`config.mk`:
```
export PLATFORM = sky130hd
export DESIGN_NAME = lcadc_queue
export DESIGN_NICKNAME = d
export VERILOG_FILES = /design/src/hw/rtl/lcadc_pkg.sv /design/src/hw/rtl/lcadc_queue.sv
export SDC_FILE = /design/constraint.sdc
export NUM_CORES = 1
export LEC_CHECK = 0
export BUFFER_PORTS_ARGS = -buffer_cell sky130_fd_sc_hd__buf_2
export CAP_MARGIN = 20
export CORE_MARGIN = 3
export CORE_UTILIZATION = 47
export DETAILED_ROUTE_END_ITERATION = 10
export HOLD_SLACK_MARGIN = 0.08
export PLACE_DENSITY = 0.72
export SKIP_LAST_GASP = 1
export SLEW_MARGIN = 20
export SYNTH_ARGS = -nofsm -noshare
export SYNTH_HDL_FRONTEND = slang
export SYNTH_SLANG_ARGS = --single-unit
```
`constraint.sdc`:
```
create_clock -name clk -period 1.9 [get_ports clk]
set_clock_uncertainty 0.05 [all_clocks]
set_input_delay 0 -clock clk [delete_from_list [all_inputs] [get_ports clk]]
set_output_delay 0 -clock clk [all_outputs]
set_load 0.005 [all_outputs]
```
`src/hw/rtl/lcadc_pkg.sv`:
```
`timescale 1ns / 1ps
// ----------------------------------------------------------------------------
// lcadc_pkg
// Shared types and constants for the load-cell converter reader.
// ----------------------------------------------------------------------------
package lcadc_pkg;

  localparam int SAMPLE_BITS = 24;
  localparam int SUM_W       = 28;
  localparam int HALF_W      = 8;
  localparam int CFG_IDX_W   = 2;
  localparam int CFG_DATA_W  = 24;

  localparam logic [SAMPLE_BITS-1:0] SIGN_FLIP = 24'h800000;

  // register indexes of the configuration port
  localparam logic [CFG_IDX_W-1:0] REG_HALF_PERIOD = 2'd0;
  localparam logic [CFG_IDX_W-1:0] REG_THRESHOLD   = 2'd1;

  // per-tick record handed from the serial front to the averaging back
  typedef struct packed {
    logic                   clock_pin;
    logic                   sample_valid;
    logic [SAMPLE_BITS-1:0] sample_value;
  } tick_t;

endpackage

```
`src/hw/rtl/lcadc_queue.sv`:
```
`timescale 1ns / 1ps
// ----------------------------------------------------------------------------
// lcadc_queue
// Four-entry FIFO of tick records between front and back.
// ----------------------------------------------------------------------------
module lcadc_queue import lcadc_pkg::*; (
  input  logic  clk,
  input  logic  rst,
  input  logic  push,
  input  tick_t push_data,
  output logic  full,
  input  logic  pop,
  output logic  not_empty,
  output tick_t head
);

  tick_t      entries [4];
  logic [1:0] wr_ptr;
  logic [1:0] rd_ptr;
  logic [2:0] count;

  assign full      = (count == 3'd4);
  assign not_empty = (count != 3'd0);
  assign head      = entries[rd_ptr];

  always_ff @(posedge clk) begin
    if (push) begin
      entries[wr_ptr] <= push_data;
    end
  end

  always_ff @(posedge clk) begin
    if (rst) begin
      wr_ptr <= '0;
      rd_ptr <= '0;
      count  <= '0;
    end else begin
      if (push) begin
        wr_ptr <= wr_ptr + 2'd1;
      end
      if (pop) begin
        rd_ptr <= rd_ptr + 2'd1;
      end
      count <= count + 3'(push) - 3'(pop);
    end
  end

endmodule

```
==> results.cfg <==
[sta]
finalCritPeriodShare_pct = 96.88
hold_viol_final = 0
period_needed_ns = 1.841
max_slew_margin_pct = 72.92
fmax_mhz = 543.3
rsz0062_at_grt = true
setup_violations = 0
whs_ns = 0.1968
drv_slew = 0
worst_slew_pin_slew_ns = 0.4061

[job]
cap_violations = 0

[global_route]
grt_pass1_vias = 2250
grt-ovfl-total = 0
grt_pass1_wl_mm = 11.22
grt_max_degree = 27
antenna_found_initial = 0
grt_usage_pct = 15.33

[worst_setup_path]
critPathKind = flop to output pin
end_kind = output pin
path_delay_family = multiplexers
r2r_setup_slack_ns = 0.27
cp-start-kind = flop
r2r_start = count[0]$_SDFF_PP0_
rr_worst_depth = 7
worst_path_max_delay_cell = mux4_1
cp_num_buf_inv = 2
max_stage_delay_ns = 0.58
crit_required_ns = 1.85
reg2reg_to = count[2]$_SDFF_PP0_
cp.arrival_ns = 1.79
crit_fanout = 11
path_cells = buf_8 -> mux4_1 -> buf_2

[cts]
cts_buffers = 17
path_clk_slew_ns = 0.06
cts_setup_buffers = 0
clock_sinks = 113
clk_path_buf_depth = 2
cts_tree = yes
clock_latency_ns = 0.50
htreeDepth = 4
clock-root-buffer = clkbuf_8

[yosys]
ys_seq_elements = 113
synth_cell_types = 22
netlist_area_sq_mm = 0.004238
syn_area_per_cell_sq_um = 23.81
ys_warn_count = 0
syn-num-nets = 215
ys_seq_area_share_pct = 77.95
postSynthCellCount = 178

[pwr]
irDropWorstVdd_mv = 0.5795
power_w = 0.006537
power.density_mw_per_mm2 = 1173
p_leak_nw = 1.999

[placement]
gp_congestion = 0.6380
post_dp_cell_area_sq_mm = 0.004671
dp_hpwl_mm = 3.972
io_buffers = 57

[routing]
route.detailed.drc = 0
routedWlPerCell_um = 17.72
drt_iter0_markers = 81
postRouteAntennaNets = 0
first_pass_iters = 4
drt_wl_total_mm = 7.196
vias = 2058
via_per_inst = 5.069

[run_status]
status = finished clean

[min_path]
hold_end = entries[1][5]$_DFFE_PP_
hold_depth = 2
min_from = push_data[5]
hold_path_class = input port to flop

[layout]
num-fill-cells = 606
final_nets = 322
final_area_sq_mm = 0.005570
area_delta_synth_final_pct = 31.44
drive_gt1_share_pct = 39.26
insertedDiodeCount = 0

[floorplanning]
die_x_um = 101.0
dieArea_sq_mm = 0.01019
core_area_sq_mm = 0.008721
die_y_um = 101.0
num_rows = 34
ios = 58
start_util_pct = 48.59
## registers in the layout (all words and copies together) (netlist names), named ones only
name and flops:
wr_ptr 2, count 3, rd_ptr 2, entries 104
## cell families after synthesis
logic type | Yosys count | synth area share (%)
muxes | 27 | 14.59
AOI/OAI and AO/OA | 2 | 0.3542
buffers and inverters | 12 | 2.096
DFF | 113 | 77.95
and+or+nand+nor | 14 | 1.801
adders and majority gates | 7 | 2.244
xor gates and xnor gates | 3 | 0.9743
## where the power goes
group | switching [W] | total [W] | internal, W | leakage (nW)
Combinational | 0.000262 | 0.000605 | 0.000343 | 0.695
Clock | 0.00105 | 0.00303 | 0.00198 | 0.275
Sequential | 0.0000433 | 0.00290 | 0.00286 | 1.03
## placed cells by master (no fill, tap or decap), types with 4 or more instances in the layout
cell / n
dfxtp_1: 8
inv_1: 6
buf_2: 57
edfxtp_1: 104
mux4_1: 5
dlygate4sd3_1: 30
ha_1: 6
nor2_1: 5
clkinvlp_4: 4
and2_1: 4
clkbuf_16: 16
mux4_2: 21
## stage by stage
stage	TNS, ns	setup WS (ns)	std cells	util, %
after CTS	-0.03845	-0.02044	406	63.73
after global routing	-0.05071	-0.02285	406	63.87
after detailed placement	0	0.2662	344	53.56
after global placement	0	0.3220	344	53.56
final	0	0.05931	406	63.87
after floorplan	0	0.2675	178	-
## Yosys cell counts
library cell | count | area, sq um
edfxtp_1 | 104 | 3123
mux4_2 | 20 | 450.4
dfxtp_1 | 9 | 180.2
ha_1 | 6 | 75.07
inv_1 | 6 | 22.52
mux4_1 | 6 | 157.7
nor2_1 | 5 | 18.77
and2_1 | 4 | 25.02
buf_12 | 2 | 40.04
buf_2 | 2 | 10.01
nor2b_1 | 2 | 12.51
xnor2_1 | 2 | 17.52
a21bo_2 | 1 | 10.01
a21oi_1 | 1 | 5.000
and3_1 | 1 | 6.260
buf_6 | 1 | 11.26
clkbuf_2 | 1 | 5.000
fa_1 | 1 | 20.02
mux2i_1 | 1 | 10.01
nand3b_1 | 1 | 7.510
or3_1 | 1 | 6.260
xor3_1 | 1 | 23.77
## worst register-to-register path: cells and delay by family (launching register included)
kind / cells / cell delay, ns
adder cells (fa/ha/maj): 3 / 0.83
flip-flops: 1 / 0.31
XOR/XNOR: 1 / 0.20
buffers and inverters: 2 / 0.09
AND/OR/NAND/NOR: 1 / 0.04
## how the worst max path moves through the flow
stage,from,cells past startpoint,slack (ns),to
2_1_floorplan,wr_ptr[0]$_SDFFE_PP0P_,3,0.27,entries[2][0]$_DFFE_PP_
3_3_place_gp,count[0]$_SDFF_PP0_,7,0.32,count[2]$_SDFF_PP0_
3_5_place_dp,count[0]$_SDFF_PP0_,7,0.27,count[2]$_SDFF_PP0_
4_1_cts,flop,3,-0.02,head[24]
5_1_grt,flop,3,-0.02,head[0]
6_report,flop,3,0.06,head[0]
## metal layers
layer | global-route usage, % | up-vias | wire length [um]
met5 | 0 | - | 0
li1 | - | 949 | -
met1 | 17.53 | 1045 | 2866
met4 | 5.215 | 0 | 57
met3 | 6.090 | 7 | 374
met2 | 26.28 | 57 | 3897
## repair_timing
action                     CTS  global route
hold buffers                30             0
resized for setup            3             3
setup endpoints to repair   11             6
hold endpoints to repair   113             0
## final cells by class
class / instances / area (sq um) / share of cell area (%)
repair buffers: 94 / 683.2 / 12.26
inverters: 6 / 22.52 / 0.4043
well taps: 108 / 135.1 / 2.426
clock inverters: 15 / 168.9 / 3.032
flip-flops and latches: 113 / 3304 / 59.32
clock buffers: 17 / 414.1 / 7.435
multi-input cells: 53 / 842.1 / 15.12
Note: power is estimated with default switching activity, not from simulation.
