**config.mk**
```make
export PLATFORM = sky130hd
export DESIGN_NAME = lcadc_front
export DESIGN_NICKNAME = d
export VERILOG_FILES = /design/src/hw/rtl/lcadc_pkg.sv /design/src/hw/rtl/lcadc_front.sv
export SDC_FILE = /design/constraint.sdc
export NUM_CORES = 1
export LEC_CHECK = 0
export ABC_CLOCK_PERIOD_IN_PS = 3700
export BUFFER_PORTS_ARGS = -buffer_cell sky130_fd_sc_hd__buf_2
export CAP_MARGIN = 20
export CORE_AREA = 2 2 76 78
export CTS_CLUSTER_SIZE = 24
export DETAILED_ROUTE_END_ITERATION = 12
export DIE_AREA = 0 0 78 80
export PLACE_DENSITY = 0.78
export SYNTH_ARGS = -nofsm -noshare
export SYNTH_HDL_FRONTEND = slang
export SYNTH_SLANG_ARGS = --single-unit
```
**constraint.sdc**
```tcl
create_clock -name clk -period 3.7 [get_ports clk]
set_input_delay 0 -clock clk [delete_from_list [all_inputs] [get_ports clk]]
set_output_delay 0 -clock clk [all_outputs]
set_load 0.05 [all_outputs]
```
**src/hw/rtl/lcadc_pkg.sv**
```systemverilog
`timescale 1ns / 1ps
// ----------------------------------------------------------------------------
// lcadc_pkg
// Shared types and constants for the load-cell converter reader.
// ----------------------------------------------------------------------------
package lcadc_pkg;

  localparam int SAMPLE_BITS = 24;
  localparam int SUM_W       = 28;
  localparam int HALF_W      = 8;
  localparam int CFG_IDX_W   = 2;
  localparam int CFG_DATA_W  = 24;

  localparam logic [SAMPLE_BITS-1:0] SIGN_FLIP = 24'h800000;

  // register indexes of the configuration port
  localparam logic [CFG_IDX_W-1:0] REG_HALF_PERIOD = 2'd0;
  localparam logic [CFG_IDX_W-1:0] REG_THRESHOLD   = 2'd1;

  // per-tick record handed from the serial front to the averaging back
  typedef struct packed {
    logic                   clock_pin;
    logic                   sample_valid;
    logic [SAMPLE_BITS-1:0] sample_value;
  } tick_t;

endpackage

```
**src/hw/rtl/lcadc_front.sv**
```systemverilog
`timescale 1ns / 1ps
// ----------------------------------------------------------------------------
// lcadc_front
// Serial clock generator and bit shifter; one record per accepted tick.
// ----------------------------------------------------------------------------
module lcadc_front import lcadc_pkg::*; (
  input  logic              clk,
  input  logic              rst,
  input  logic              accept,
  input  logic              data_pin,
  input  logic [HALF_W-1:0] half_period_ticks,
  output tick_t             rec
);

  localparam logic [1:0] PH_WAIT = 2'd0;
  localparam logic [1:0] PH_HIGH = 2'd1;
  localparam logic [1:0] PH_LOW  = 2'd2;

  logic [1:0]             phase, phase_next;
  logic [4:0]             pulse_count, pulse_count_next;
  logic [HALF_W-1:0]      tick_count, tick_count_next;
  logic [SAMPLE_BITS-1:0] shift_word, shift_word_next;
  logic [SAMPLE_BITS-1:0] last_sample, last_sample_next;
  logic [HALF_W-1:0]      half;
  logic [HALF_W-1:0]      tick_inc;
  logic [4:0]             pulse_inc;

  always_comb begin
    half             = (half_period_ticks == '0) ? HALF_W'(1) : half_period_ticks;
    tick_inc         = tick_count + HALF_W'(1);
    pulse_inc        = pulse_count + 5'd1;
    phase_next       = phase;
    pulse_count_next = pulse_count;
    tick_count_next  = tick_count;
    shift_word_next  = shift_word;
    last_sample_next = last_sample;
    rec.clock_pin    = 1'b0;
    rec.sample_valid = 1'b0;
    unique case (phase)
      PH_HIGH: begin
        rec.clock_pin   = 1'b1;
        tick_count_next = tick_inc;
        if (tick_inc >= half) begin
          tick_count_next = '0;
          phase_next      = PH_LOW;
        end
      end
      PH_LOW: begin
        tick_count_next = tick_inc;
        if (tick_inc >= half) begin
          tick_count_next = '0;
          if (pulse_count < 5'(SAMPLE_BITS)) begin
            shift_word_next  = {shift_word[SAMPLE_BITS-2:0], data_pin};
            pulse_count_next = pulse_inc;
            if (pulse_inc == 5'(SAMPLE_BITS)) begin
              last_sample_next = shift_word_next ^ SIGN_FLIP;
              rec.sample_valid = 1'b1;
            end
            phase_next = PH_HIGH;
          end else begin
            // gain pulse done
            pulse_count_next = '0;
            phase_next       = PH_WAIT;
          end
        end
      end
      default: begin
        phase_next = PH_WAIT;
        if (!data_pin) begin
          phase_next       = PH_HIGH;
          tick_count_next  = '0;
          pulse_count_next = '0;
          shift_word_next  = '0;
        end
      end
    endcase
    rec.sample_value = last_sample_next;
  end

  always_ff @(posedge clk) begin
    if (rst) begin
      phase       <= PH_WAIT;
      pulse_count <= '0;
      tick_count  <= '0;
      shift_word  <= '0;
      last_sample <= '0;
    end else if (accept) begin
      phase       <= phase_next;
      pulse_count <= pulse_count_next;
      tick_count  <= tick_count_next;
      shift_word  <= shift_word_next;
      last_sample <= last_sample_next;
    end
  end

endmodule

```
==> flow_metrics.tcl, run 1 <==
set metrics [dict create \
    status "complete, no violations" \
    fin_skew_ns 0.0114 \
    routedWlPerCell_um 15.4 \
    io_buffers 37 \
    grt_pass1_vias 2368 \
    critPathMaxFanout 18 \
    final_cells 433 \
    stdcell_area_um2 3460 \
    ys_seq_elements 62 \
    leakagePower_uw 0.00146 \
    cp.arrival_ns 3.39 \
    routed_wirelength_um 6660 \
    place_congestion 0.832 \
    vias 2610 \
    hold_viol_final 0 \
    synth_top_family_by_area "compound AO/OA/AOI/OAI gates" \
    postRouteAntennaNets 0 \
    cpMaxStageDelayCell "o31ai_4" \
    post_dp_cell_area_um2 3270 \
    fmax_mhz 295 \
    n_antenna_cell 0 \
    netlist_instances 325 \
    grt_pass1_wl_um 11000 \
    synth_top_area_cell "dfxtp_1" \
    async_flop_share 0 \
    ys_top_cells_by_count "dfxtp_1 (62), nand2_1 (34), nor3_1 (24), a31o_2 (23)" \
    path_buf_inv 2 \
    hpwl_um 4310 \
    drc 0 \
    cts-root-buf "clkbuf_8" \
    muxShareOfSynthArea 0.0841 \
    setup-violations-final 0 \
    overflow 0 \
    grt_max_degree 41 \
    cp.required_ns 3.70 \
    syn_area_um2 3070 \
    fin_nets 380 \
    endpoint_kind "output port" \
    cp_top_family "simple AND/OR/NAND/NOR gates" \
    synth_top_area_share 0.405 \
    synthXorXnorAreaFrac 0.0171 \
    rows 27 \
    report.final.slew_viol_count 0 \
    critPathLaunchType "register" \
    die-area_um2 6240 \
    preCtsSetupSlack_ns 0.613 \
    htree_num_levels 3 \
    drt_iter0_drc 198 \
    synth.distinct_cells 53 \
    p_per_area_nw_per_um2 363 \
    synthFlopType "dfxtp_1" \
    die_h_um 80 \
    cts_setup_buffers 0 \
    setup_slack_ns 0.311 \
    avgSynthCellArea_um2 9.43 \
    worstSetupPathType "register to output port" \
    ys_warn_count 0 \
    synthToLayoutAreaGrowth_pct 13.0 \
    core-area_um2 5410 \
    antenna_found_initial 0 \
    cts.clk_slew.worst_paths_ns 0.07 \
    die_x_um 78 \
    clk_latency_ns 0.34 \
    yosysSeqAreaShare 0.405 \
    crit_chain "and3_1, nand3_1, nor2_1, xor2_1, ha_1, nand4_2, o31ai_4, nand3_4, buf_12, o21ai_0, buf_2" \
    period_needed_ns 3.39 \
    nFillCells 464 \
    drive_above_1_share 0.310 \
    place_inst 415 \
    tightest_slew_ns 0.948 \
    synthTopCellsByArea "dfxtp_1 (40%), mux2_2 (8.1%), a31o_2 (6.6%)" \
    synthSimpleGateAreaFrac 0.153 \
    slew_headroom 0.366 \
    vias_per_cell 6.03 \
    cts_tree "yes" \
    synth_nets 349 \
    boundaryPins 38 \
    synthAdderAreaFrac 0.0490 \
    rsz0062_at_grt "false" \
    setup_tns_ns 0 \
    synth.most_common_cell "dfxtp_1" \
    cts_sinks 62 \
    post-route-period-util 0.916 \
    cap_violations 0 \
    hp-class "input pin to register" \
    utilization 0.641 \
    synth_compound_gate_area_share 0.233 \
    max_stage_delay_ns 0.48 \
    synth_edf_count 0 \
    grt_use_total 0.222 \
    dr.pass1.iters 5 \
    ir_drop_mv 0.224 \
    cts_max_path_buffers 2 \
    cts-buffers-inserted 9 \
    initial_utilization 0.567 \
]
## worst register-to-register path, stage by stage, from the launching register on
cell and delay [ns]:
dfxtp_1 0.41, and3_1 0.17, nand3_1 0.15, nor2_1 0.18
xor2_1 0.10, ha_1 0.36, nand4_2 0.17, o31a_4 0.38
or3_1 0.73, a221oi_2 0.40
## power by group
group | internal [uW] | switching, uW | leakage (uW)
combinational | 22.5 | 45.8 | 0.000872
sequential | 669 | 1.90 | 0.000499
clock | 258 | 259 | 0.0000861
total | 950 | 307 | 0.00146
## flip-flops by register name, indices dropped and copies added, names as in the netlist
| name | flops |
|---|---|
| phase | 2 |
| tick_count | 8 |
| last_sample | 24 |
| pulse_count | 5 |
| shift_word | 23 |
## final cells by class
class	count	area (um^2)	share of cell area
clock buffers	12	145	0.0419
inverters	15	56.3	0.0163
repair buffers	44	255	0.0737
well taps	72	90.1	0.0260
flip-flops and latches	62	1240	0.358
clock inverters	4	22.5	0.00650
multi-input cells	224	1650	0.477
## logic make-up after synthesis
| kind of cell | Yosys count |
|---|---|
| adders and majority gates | 12 |
| and+or+nand+nor | 95 |
| xor gates and xnor gates | 6 |
| AOI/OAI and AO/OA | 88 |
| muxes | 23 |
| buffers and inverters | 39 |
| DFF | 62 |
## layer usage
metal	track usage	up-vias	routed length (um)
met3	0.0305	13	300
met5	0	-	0
met2	0.358	63	3140
met1	0.290	1253	3100
met4	0.118	0	117
li1	-	1281	-
## final timing paths
kind / startpoint / endpoint / slack (ns) / cells past startpoint
setup / recovery: tick_count[0]$_SDFFE_PP0P_ / rec[0] / 0.31 / 11
hold / removal: accept / phase[0]$_SDFFE_PP0P_ / 0.04 / 3
setup reg to reg: tick_count[0]$_SDFFE_PP0P_ / pulse_count[0]$_SDFFE_PP0P_ / 0.56 / 9
hold reg to reg: last_sample[23]$_SDFFE_PP0P_ / last_sample[23]$_SDFFE_PP0P_ / 0.48 / 2
## timing repair
action,4_1_cts,5_1_grt
resized for setup,0,1
hold buffers,2,0
hold endpoints to repair,6,0
endpoints found under the setup margin,0,2
## metrics by stage
step / hold slack, ns / power, uW
floorplan: 0.175 / 734
global placement: 0.320 / 751
detailed placement: 0.329 / 752
CTS: 0.0209 / 1260
global route: 0.0489 / 1290
finish: 0.0421 / 1260
## placed cells by master, fill, tap and decap left out, types with 8 or more instances in the layout
| master | instances |
|---|---|
| a31o_2 | 23 |
| buf_2 | 37 |
| clkbuf_8 | 10 |
| dfxtp_1 | 62 |
| ha_1 | 12 |
| inv_1 | 15 |
| mux2_2 | 22 |
| nand2_1 | 34 |
| nand3_1 | 8 |
| nor2_1 | 8 |
| nor3_1 | 24 |
| o21ai_0 | 10 |
| o22ai_1 | 22 |
Note: power is estimated with default switching activity, not from simulation.
==> run 2: changes to the inputs <==
--- a/config.mk
+++ b/config.mk
@@ -8,11 +8,12 @@
 export ABC_CLOCK_PERIOD_IN_PS = 3700
 export BUFFER_PORTS_ARGS = -buffer_cell sky130_fd_sc_hd__buf_2
 export CAP_MARGIN = 20
-export CORE_AREA = 2 2 76 78
+export CORE_AREA = 2 2 75 77
+export CTS_BUF_LIST = sky130_fd_sc_hd__clkbuf_4 sky130_fd_sc_hd__clkbuf_8
 export CTS_CLUSTER_SIZE = 24
 export DETAILED_ROUTE_END_ITERATION = 12
-export DIE_AREA = 0 0 78 80
-export PLACE_DENSITY = 0.78
+export DIE_AREA = 0 0 77 79
+export PLACE_DENSITY = 0.8
 export SYNTH_ARGS = -nofsm -noshare
 export SYNTH_HDL_FRONTEND = slang
 export SYNTH_SLANG_ARGS = --single-unit
==> run 2 against run 1 <==
Net effect:
- final cell count did not move
- clock power rose by 2%
- final area fell by 0.43%
- sequential power barely moved
- die area fell by 2.5%
- utilization rose by 0.53 points
- global-route usage rose by 0.72 points
- total power rose by 0.42%
- combinational power fell by 2.9%
- flip-flop and latch count did not move
- critical endpoint is now rec[20]
- largest power group unchanged
- highest routed layer unchanged
==> flow_metrics.tcl, run 2 (synthesis results as in run 1) <==
set metrics [dict create \
    cap_violations 0 \
    reg.largest.list "last_sample: 24 flops, shift_word: 23 flops, tick_count: 8 flops" \
    drt_iter0_drc 189 \
    setup_tns_ns 0 \
    cts_setup_buffers 0 \
    multi_input_area_um2 1650 \
    slew_headroom 0.407 \
    grt_use_total 0.229 \
    cts.clk_slew.worst_paths_ns 0.07 \
    clk_latency_ns 0.34 \
    sw_frac_of_total 0.249 \
    setup-violations-final 0 \
    antenna_found_initial 0 \
    synthToLayoutAreaGrowth_pct 12.5 \
    cts_tree "yes" \
    routedWlPerCell_um 14.9 \
    intPower_uw 948 \
    post_dp_cell_area_um2 3260 \
    rows 27 \
    cp.required_ns 3.70 \
    hp-class "input pin to register" \
    hpwl_um 4380 \
    power_frac_clock 0.416 \
    ir_drop_mv 0.292 \
    regToRegSetupSlack_ns 0.44 \
    cts-buffers-inserted 9 \
    hold_path_end "shift_word[0]$_SDFFE_PP0P_" \
    cts-root-buf "clkbuf_8" \
    mostFrequentLayoutCell "dfxtp_1" \
    min-delay-start "data_pin" \
    stdcell_area_um2 3450 \
    fin_nets 380 \
    dr.pass1.iters 4 \
    vias 2565 \
    ff2ff_path_depth 9 \
    die_h_um 79 \
    regArea_um2 1240 \
    comb_power_share 0.053 \
    htree_num_levels 3 \
    report.final.slew_viol_count 0 \
    status "complete, no violations" \
    boundaryPins 38 \
    post-route-period-util 0.906 \
    routed_wirelength_um 6460 \
    tightest_slew_ns 0.887 \
    drive_above_1_share 0.319 \
    leakagePower_uw 0.00145 \
    fin_skew_ns 0.0104 \
    p_switching_uw 314 \
    postRouteAntennaNets 0 \
    critPathMaxFanout 18 \
    cts_max_path_buffers 2 \
    cts_hold_buf 1 \
    layout_common_cells "dfxtp_1 (62), buf_2 (37), nand2_1 (34), nor3_1 (24), a31o_2 (23)" \
    endpoint_kind "output port" \
    grt_pass1_vias 2445 \
    initial_utilization 0.574 \
    io_buffers 37 \
    r2r_end "pulse_count[0]$_SDFFE_PP0P_" \
    cts_resized 0 \
    grt_pass1_wl_um 11200 \
    die-area_um2 6080 \
    worstSetupPathType "register to output port" \
    period_needed_ns 3.35 \
    n_antenna_cell 0 \
    pwr-share-seq 0.532 \
    grt_max_degree 51 \
    core-area_um2 5340 \
    place_congestion 0.873 \
    nFillCells 478 \
    crit-reg2reg-launch "tick_count[0]$_SDFFE_PP0P_" \
    drc 0 \
    top_register "last_sample" \
    cp.arrival_ns 3.35 \
    utilization 0.646 \
    die_x_um 77 \
    vias_per_cell 5.92 \
    cts_sinks 62 \
    overflow 0 \
    p_per_area_nw_per_um2 366 \
    largest_reg_flops 24 \
    critPathLaunchType "register" \
    hold_viol_final 0 \
    rsz0062_at_grt "false" \
    fmax_mhz 298 \
    hold_depth 3 \
]
==> run 2: cell count changes in the layout (fill, tap and decap cells not counted), sizes merged <==
cell         delta
buf             +1
clkbuf          -2
clkinvlp        +2
dlygate4sd3     -1
==> run 2: worst max-delay path, stage by stage (launching register included) <==
cell	delay, ns
dfxtp_1	0.41
and3_1	0.18
nand3_1	0.15
nor2_1	0.16
xor2_1	0.24
ha_1	0.32
a21oi_1	0.16
and3_1	0.28
o31ai_4	0.16
nand3_2	0.10
buf_4	0.26
mux2_2	0.38
buf_2	0.22
==> run 2: area by class of cell <==
type	count	area share
clock buffers	10	0.0399
clock inverters	6	0.0109
inverters	15	0.0163
multi-input cells	224	0.477
flip-flops and latches	62	0.360
well taps	72	0.0261
repair buffers	44	0.0697
==> run 2: power groups by stage <==
stage          Combinational [uW]  Clock, uW  Sequential (uW)
2_1_floorplan                48.6          0              686
3_3_place_gp                 64.1          0              686
3_5_place_dp                 65.3          0              686
4_1_cts                      66.5        533              671
5_1_grt                      73.6        565              671
6_report                     66.3        525              671
==> run 2: stage by stage <==
stage | std cells | setup WS, ns | hold WS, ns | power (uW)
after CTS | 433 | 0.357 | 0.0143 | 1270
after detailed placement | 416 | 0.465 | 0.327 | 751
after global placement | 416 | 0.589 | 0.325 | 750
after global routing | 433 | 0.0937 | 0.0487 | 1310
after floorplan | 325 | 0.442 | 0.175 | 734
final | 433 | 0.347 | 0.0248 | 1260
==> run 2: per-layer routing <==
layer	share of wire	GRT usage
met3	0.058	0.0557
met5	0	0
met1	0.45	0.295
met4	0.016	0.0964
met2	0.48	0.371
==> run 2: worst max path at each step <==
stage                                     startpoint                          end  cells after the start
after floorplan           tick_count[0]$_SDFFE_PP0P_                       rec[0]                     10
after global placement    tick_count[0]$_SDFFE_PP0P_  pulse_count[0]$_SDFFE_PP0P_                      9
after detailed placement  tick_count[0]$_SDFFE_PP0P_  pulse_count[0]$_SDFFE_PP0P_                      9
after CTS                 tick_count[0]$_SDFFE_PP0P_                      rec[20]                     12
after global routing      tick_count[0]$_SDFFE_PP0P_                      rec[22]                     12
final                     tick_count[0]$_SDFFE_PP0P_                      rec[20]                     12
